**config.mk**
```make
export PLATFORM = sky130hd
export DESIGN_NAME = interleaved_modular_multiply_top
export DESIGN_NICKNAME = d
export VERILOG_FILES = /design/src/sv/imm_pkg.sv /design/src/sv/imm_slice.sv /design/src/sv/interleaved_modular_multiply_top.sv
export SDC_FILE = /design/constraint.sdc
export NUM_CORES = 2
export LEC_CHECK = 0
export BUFFER_PORTS_ARGS = -buffer_cell sky130_fd_sc_hd__buf_4
export CORE_ASPECT_RATIO = 0.6
export CORE_MARGIN = 2
export CORE_UTILIZATION = 55
export DETAILED_ROUTE_END_ITERATION = 6
export GPL_TIMING_DRIVEN = 0
export PLACE_DENSITY = 0.81
export SLEW_MARGIN = 0
export SYNTH_ARGS = -nofsm -noshare
export SYNTH_HDL_FRONTEND = slang
export SYNTH_SLANG_ARGS = --single-unit
```
**constraint.sdc**
```tcl
create_clock -name clk -period 28.8 [get_ports clk]
set_input_delay 0 -clock clk [delete_from_list [all_inputs] [get_ports clk]]
set_output_delay 0 -clock clk [all_outputs]
set_load 0.1 [all_outputs]
```
**src/sv/imm_pkg.sv**
```systemverilog
// Shared constants for the interleaved modular multiplier.
// No dependencies; imported by imm_slice, the top level and the testbench.
package imm_pkg;

  localparam int WORD_W = 16;
  localparam int DEF_OPERAND_WORDS = 16;
  localparam int SIG_W = 5;

endpackage

```
**src/sv/imm_slice.sv**
```systemverilog
// One 16-bit digit of the datapath: doubling with compare-subtract and
// conditional add with compare-subtract. Depends on imm_pkg.
module imm_slice (
  input  logic [imm_pkg::WORD_W-1:0] dcur,
  input  logic [imm_pkg::WORD_W-1:0] m,
  input  logic                       din,
  input  logic                       dbin,
  input  logic [imm_pkg::WORD_W-1:0] acur,
  input  logic                       abit,
  input  logic                       acin,
  input  logic                       abin,
  output logic [imm_pkg::WORD_W-1:0] ds,
  output logic [imm_pkg::WORD_W-1:0] dt,
  output logic                       dbout,
  output logic [imm_pkg::WORD_W-1:0] as,
  output logic [imm_pkg::WORD_W-1:0] at,
  output logic                       acout,
  output logic                       about
);
  import imm_pkg::*;

  logic [WORD_W-1:0] addend;
  logic [WORD_W:0]   dsub;
  logic [WORD_W:0]   asum;
  logic [WORD_W:0]   asub;

  always_comb begin
    ds     = {dcur[WORD_W-2:0], din};
    dsub   = {1'b0, ds} - {1'b0, m} - {{WORD_W{1'b0}}, dbin};
    dt     = dsub[WORD_W-1:0];
    dbout  = dsub[WORD_W];
    addend = abit ? dcur : '0;
    asum   = {1'b0, acur} + {1'b0, addend} + {{WORD_W{1'b0}}, acin};
    as     = asum[WORD_W-1:0];
    acout  = asum[WORD_W];
    asub   = {1'b0, as} - {1'b0, m} - {{WORD_W{1'b0}}, abin};
    at     = asub[WORD_W-1:0];
    about  = asub[WORD_W];
  end

endmodule

```
**src/sv/interleaved_modular_multiply_top.sv**
```systemverilog
// Interleaved modular multiplier, top level. Depends on imm_pkg and imm_slice.
// After the final input transaction the block reduces the multiplicand, applies
// the multiplier and scans the product, then emits one result per cycle unless
// out_ready stalls; it takes no new input before its last result. Each ring
// pass moves one 16-bit word per cycle, and each operand bit takes one pass.
// Reset (rst, synchronous) returns to loading with no results pending.
module interleaved_modular_multiply_top #(
  parameter int OPERAND_WORDS = imm_pkg::DEF_OPERAND_WORDS
) (
  input  logic                        clk,
  input  logic                        rst,
  input  logic                        in_valid,
  output logic                        in_ready,
  input  logic [imm_pkg::WORD_W-1:0]  multiplier_word,
  input  logic [imm_pkg::WORD_W-1:0]  multiplicand_word,
  input  logic [imm_pkg::WORD_W-1:0]  modulus_word,
  input  logic                        final_word,
  output logic                        out_valid,
  input  logic                        out_ready,
  output logic [imm_pkg::WORD_W-1:0]  product_word,
  output logic [imm_pkg::SIG_W-1:0]   significant_words,
  output logic                        modulus_zero,
  output logic                        final_result
);
  import imm_pkg::*;

  // Values are kept in rings of N+1 words (N = OPERAND_WORDS); the extra word is
  // headroom for the sum of two reduced values before the compare-subtract.
  localparam int W     = OPERAND_WORDS + 1;
  localparam int CNT_W = $clog2(W);
  localparam int BITS  = WORD_W * OPERAND_WORDS;
  localparam int BIT_W = $clog2(BITS);

  typedef enum logic [2:0] {LOAD, REDUCE, MULT, SCAN, EMIT} state_t;

  state_t state;

  // Modulus ring and the two candidate rings of each running value. Every
  // pass writes both the plain result (S) and the result minus the modulus
  // (T); the final borrow of T picks which one is the reduced value.
  logic [WORD_W-1:0] mring [W];
  logic [WORD_W-1:0] d_s   [W];
  logic [WORD_W-1:0] d_t   [W];
  logic [WORD_W-1:0] a_s   [W];
  logic [WORD_W-1:0] a_t   [W];
  logic              dsel;
  logic              asel;

  // Multiplier is consumed low bit first, multiplicand high bit first.
  logic [BITS-1:0]   mult;
  logic [BITS-1:0]   mc;

  logic [CNT_W-1:0]  count;
  logic [CNT_W-1:0]  wcnt;
  logic [BIT_W-1:0]  bcnt;
  logic [CNT_W-1:0]  sig;
  logic              mnz;

  // Digit-to-digit carries of the current pass.
  logic              dtop;
  logic              dbor;
  logic              acar;
  logic              abor;

  logic              first;
  logic              last_word;
  logic              last_bit;
  logic [WORD_W-1:0] dcur;
  logic [WORD_W-1:0] acur;
  logic              din;
  logic              dbin;
  logic              acin;
  logic              abin;
  logic              abit;
  logic [WORD_W-1:0] ds;
  logic [WORD_W-1:0] dt;
  logic [WORD_W-1:0] as;
  logic [WORD_W-1:0] at;
  logic              dbout;
  logic              acout;
  logic              about;
  logic              in_take;
  logic              store;
  logic              mnz_next;
  logic [CNT_W-1:0]  count_next;

  assign in_ready  = (state == LOAD);
  assign in_take   = in_valid && in_ready;
  assign store     = (count < CNT_W'(OPERAND_WORDS));
  assign first     = (wcnt == '0);
  assign last_word = (wcnt == CNT_W'(W - 1));
  assign last_bit  = (bcnt == BIT_W'(BITS - 1));

  always_comb begin
    dcur = dsel ? d_t[0] : d_s[0];
    acur = asel ? a_t[0] : a_s[0];
    din  = first ? ((state == REDUCE) ? mc[BITS-1] : 1'b0) : dtop;
    dbin = first ? 1'b0 : dbor;
    acin = first ? 1'b0 : acar;
    abin = first ? 1'b0 : abor;
    abit = (state == MULT) && mult[0];
    mnz_next   = ((count == '0) ? 1'b0 : mnz) || (store && (modulus_word != '0));
    count_next = store ? count + CNT_W'(1) : count;
  end

  imm_slice u_slice (
    .dcur  (dcur),
    .m     (mring[0]),
    .din   (din),
    .dbin  (dbin),
    .acur  (acur),
    .abit  (abit),
    .acin  (acin),
    .abin  (abin),
    .ds    (ds),
    .dt    (dt),
    .dbout (dbout),
    .as    (as),
    .at    (at),
    .acout (acout),
    .about (about)
  );

  always_ff @(posedge clk) begin
    if (out_valid && out_ready) begin
      out_valid <= 1'b0;
    end
    case (state)
      LOAD: begin
        if (in_take) begin
          // The first transaction of a run clears the modulus and S rings, so
          // the words above the loaded count read as zero.
          if (count == '0) begin
            for (int i = 0; i < W; i++) begin
              mring[i] <= '0;
              d_s[i]   <= '0;
              a_s[i]   <= '0;
            end
            mult <= '0;
            mc   <= '0;
            dsel <= 1'b0;
            asel <= 1'b0;
          end
          if (store) begin
            mring[count]                <= modulus_word;
            mult[count*WORD_W +: WORD_W] <= multiplier_word;
            mc[count*WORD_W +: WORD_W]   <= multiplicand_word;
          end
          count <= count_next;
          mnz   <= mnz_next;
          wcnt  <= '0;
          bcnt  <= '0;
          sig   <= '0;
          if (final_word) begin
            state <= mnz_next ? REDUCE : SCAN;
          end
        end
      end
      REDUCE, MULT: begin
        // One word of the pass: the doubling value always, the accumulator
        // only while multiplier bits are applied.
        for (int i = 0; i < W - 1; i++) begin
          mring[i] <= mring[i+1];
          d_s[i]   <= d_s[i+1];
          d_t[i]   <= d_t[i+1];
        end
        mring[W-1] <= mring[0];
        d_s[W-1]   <= ds;
        d_t[W-1]   <= dt;
        dtop <= dcur[WORD_W-1];
        dbor <= dbout;
        if (state == MULT) begin
          for (int i = 0; i < W - 1; i++) begin
            a_s[i] <= a_s[i+1];
            a_t[i] <= a_t[i+1];
          end
          a_s[W-1] <= as;
          a_t[W-1] <= at;
          acar <= acout;
          abor <= about;
        end
        wcnt <= wcnt + CNT_W'(1);
        if (last_word) begin
          wcnt <= '0;
          dsel <= !dbout;
          bcnt <= bcnt + BIT_W'(1);
          if (state == REDUCE) begin
            mc <= {mc[BITS-2:0], 1'b0};
            if (last_bit) begin
              bcnt  <= '0;
              state <= MULT;
            end
          end else begin
            asel <= !about;
            mult <= {1'b0, mult[BITS-1:1]};
            if (last_bit) begin
              state <= SCAN;
            end
          end
        end
      end
      SCAN: begin
        // Fold the selected accumulator into the S ring and find the
        // highest nonzero word among the loaded ones.
        for (int i = 0; i < W - 1; i++) begin
          a_s[i] <= a_s[i+1];
          a_t[i] <= a_t[i+1];
        end
        a_s[W-1] <= acur;
        a_t[W-1] <= a_t[0];
        if ((acur != '0) && (wcnt < count)) begin
          sig <= wcnt + CNT_W'(1);
        end
        wcnt <= wcnt + CNT_W'(1);
        if (last_word) begin
          wcnt  <= '0;
          asel  <= 1'b0;
          state <= EMIT;
        end
      end
      EMIT: begin
        if (!out_valid || out_ready) begin
          out_valid         <= 1'b1;
          product_word      <= a_s[0];
          significant_words <= SIG_W'(sig);
          modulus_zero      <= !mnz;
          final_result      <= (wcnt == count - CNT_W'(1));
          for (int i = 0; i < W - 1; i++) begin
            a_s[i] <= a_s[i+1];
          end
          a_s[W-1] <= a_s[0];
          wcnt <= wcnt + CNT_W'(1);
          if (wcnt == count - CNT_W'(1)) begin
            count <= '0;
            wcnt  <= '0;
            state <= LOAD;
          end
        end
      end
      default: begin
        state <= LOAD;
      end
    endcase
    if (rst) begin
      state     <= LOAD;
      out_valid <= 1'b0;
      count     <= '0;
      wcnt      <= '0;
      bcnt      <= '0;
      mnz       <= 1'b0;
      dsel      <= 1'b0;
      asel      <= 1'b0;
    end
  end

  // A final transaction always leaves the load state.
  assert property (@(posedge clk) disable iff (rst)
    (in_valid && in_ready && final_word) |=> (state != LOAD))
    else $error("final transaction did not start a run");

  // Results are only emitted for a run with at least one loaded word.
  assert property (@(posedge clk) disable iff (rst)
    (state == EMIT) |-> (count != '0))
    else $error("emitting with no loaded words");

  // A zero modulus gives zero product words.
  assert property (@(posedge clk) disable iff (rst)
    (out_valid && modulus_zero) |-> (product_word == '0))
    else $error("nonzero product with zero modulus");

endmodule

```
==> run metrics <==
reg-to-reg setup timing slack approximately 22 ns; area taken by multi-input logic gates ~21000 µm²; NumNets Final approximately 6600; Routed wire per std cell between 20 and 25 µm; register area share after synthesis 0.7100; DIE AREA between 150000 and 200000 µm²; pwr/cell area about 120 nW/µm²; core area between 100000 and 150000 µm²; largest net degree at the start of global routing 124; CP max stage cell a21oi_1; share of layout cells above drive strength 1 0.07509; most frequent cells in the layout edfxtp_1, nand2_1, and2_1, o21ai_0, nor2_1; minimum clock period between 6 and 7 ns; CTS buffer count ~170; Die X-Extent 500.1 µm; Syn Nets between 6000 and 7000; compound-cell area share of the yosys netlist 0.1116; Slew Limit Headroom 0.1247; critical path depth 20; WL met3 approximately 31 mm; Final Cycle Share 0.2320; clock share of power 0.196; CTS tree built; asr flop ratio synth 0; Reg power frac 0.500; vias approximately 53000; RSZ-0062 raised after global routing false; HP Start multiplier_word[13]; met2 WL approximately 79 mm; CTS Root Cell clkbuf_16; area grow syn2layout 11.69%; Worst Hold End mult[189]; first drt pass iteration count 7; # setup viols final 0; CP required about 29 ns; Tot Pwr between 0.01 and 0.015 W; r2r worst-path depth 20; number of enable flip-flop cells after synthesis approximately 1900; Critical Path Source Type flip-flop; critical path type flip-flop to flip-flop; Clk Latency, worst-skew pair ~0.84 ns; clk buf depth 3; FP Rows around 110; Worst-Margin Slew 1.301 ns; Adder-Cell Fraction of Synth Area 0.01457; GPL Wtd Cong about 0.94; vias in the first global route 48620; routed vias/inst roughly 6.2; cts hold-fix bufs 36; IO Count 78; DP HPWL 137.1 mm; DP Worst Slack around 22 ns; setup repair bufs after CTS 0; cells along the critical path clkbuf_1 -> clkbuf_1 -> mux2_2 -> fa_1 -> inv_1 -> fa_1 -> nor2b_1 -> o31ai_1 -> nand2_1 -> xnor2_1 -> ha_1 -> inv_1 -> ha_1 -> clkbuf_1 -> nand4_1 -> a311oi_1 -> nor3_1 -> o21a_1 -> xor2_1 -> a21oi_1; failing checks design-rule violations; fill count between 10000 and 15000; Mapped Avg Cell Area approximately 13 µm²; fraction of the mapped netlist area in simple logic gates 0.1222; # DRC 2; Pint 0.007303 W; initial antenna violation count 16; Yosys reg bits between 1500 and 2000; RR Startpoint asel; Worst EP arrival around 7 ns; global-route wire length before repair between 200 and 300 mm; clock skew about 0.038 ns; main combinational cell family by area after synthesis simple AND/OR/NAND/NOR gates; Max Cap Violations 0; Initial DRC Count 9362; Worst Setup End Kind flip-flop; M1 wire length around 85 mm; Hold Fails Final Rpt 0; worst hold path depth 3; Final Worst Setup Slack roughly 22 ns; total track usage 0.2629; most common cell after layout, fill and taps aside edfxtp_1; prevailing post-synth register cell edfxtp_1; status finished, violations left; mux cell area share after synthesis 0.005083; Hold Crit Class input port to flip-flop; Area after DPL 85090 µm²; Buffers & Inverters on Critical Path 5; CP max stage delay approximately 0.71 ns; Cells after Synth 6112; CP max FO 10; achievable clock frequency between 0.1 and 0.15 GHz; Die H about 300 µm; RR Endpoint a_t[0][267]; Starting Density 0.5530; design area a little over 90000 µm²; Final Slew Violations 0; switching share of power 0.3485; Leak slightly above 30 nW; YS warnings 0; clk sink count between 1500 and 2000; Switch Pwr just under 0.004 W; Routed WL approximately 200 mm; post-synthesis instance area approximately 80000 µm²; DR top layer met5; Sequential Area a little under 60000 µm²; Clk pin slew, worst setup/hold paths ~0.070 ns; most used cell, CP clkbuf_1; Port Buffers 43; Max VDD drop ~0.077 mV; count of unique library cells instantiated by Yosys 76; kind of cell adding the most delay to the critical path compound AO/OA/AOI/OAI gates; combinational fraction of design power 0.304; Overflow after GRT 0; XOR/XNOR share of the synthesized area 0.006069; htree depth 4; Antenna Nets Post-Route 0; cts repair resizes 0
## cell families after synthesis
group | after synthesis
AOI/OAI and AO/OA | 1427
adders and majority gates | 91
muxes | 39
buffers and inverters | 597
DFF | 1929
xor gates and xnor gates | 53
and+or+nand+nor | 1976
## metrics by stage
stage	util	hold slack, ns	setup TNS [ns]	std cells
floorplan	-	0.08306	0	6112
detailed placement	0.5793	0.2719	0	8144
global route	0.6176	0.06730	0	8481
global placement	0.5718	0.2516	-53.55	8097
finish	0.6177	0.09914	0	8486
CTS	0.6176	0.02822	0	8481
## flip-flops by register name, summed over array words and instances, names as in the netlist, 8 cells and up
name	count
bcnt	8
product_word	16
mring	272
d_s	272
a_s	272
mult	256
a_t	272
d_t	272
mc	256
## area by class of cell
cell class                      count  area share
Clock buffer                      210     0.04841
Tap cell                         1942     0.02678
Clock inverter                     91    0.009530
Buffer                            511     0.02375
Sequential cell                  1929      0.6357
Multi-Input combinational cell   3586      0.2327
Antenna cell                        5   0.0001379
Timing Repair Buffer              126     0.01923
Inverter                           86    0.003696
## worst min-delay path: stages
cell,delay (ns)
clkbuf_1,0.41
a21oi_1,0.25
o21ai_0,0.08
## power by group through the flow
stage                     clock network (W)  registers [W]  logic [W]
after CTS                           0.00222        0.00559    0.00332
final                               0.00220        0.00560    0.00340
after detailed placement                  0        0.00561    0.00329
after global placement                    0        0.00606    0.00302
after global routing                0.00232        0.00572    0.00370
after floorplan                           0        0.00577    0.00217
## worst max-delay path by stage
stage,start,endpoint,slack [ns]
2_1_floorplan,wcnt[2],mc[0],8.01
3_3_place_gp,wcnt[2],mc[150],-0.24
3_5_place_dp,asel,a_t[0][267],22.42
4_1_cts,asel,a_t[0][267],22.38
5_1_grt,asel,a_t[0][267],21.97
6_report,asel,a_t[0][267],22.12
## layer usage
layer / GRT usage / up-vias
met5: 0 / -
met4: 0.07395 / 6
met3: 0.09381 / 423
met2: 0.3435 / 3726
met1: 0.4096 / 25560
li1: - / 23270
## synthesized netlist by cell type, drive strengths merged, types with 15 or more instances
cell	n	area, µm²
a21o	15	112.6
a21oi	124	620.6
a221oi	32	286.5
a22o	260	2277
a31oi	407	2546
a32oi	18	157.7
and2	550	3441
and3	19	123.9
buf	148	789.5
clkbuf	363	1363
dfxtp	25	500.5
edfxtp	1904	57170
ha	85	1064
inv	85	319.1
mux2	18	202.7
mux2i	21	210.2
nand2	656	2462
nand2b	29	181.4
nand3	26	150.2
nor2	434	1632
nor3	16	101.4
nor3b	193	1465
o21ai	507	2537
xnor2	29	261.5
xor2	23	209.0
No activity file was read; power rests on OpenSTA's default activity.
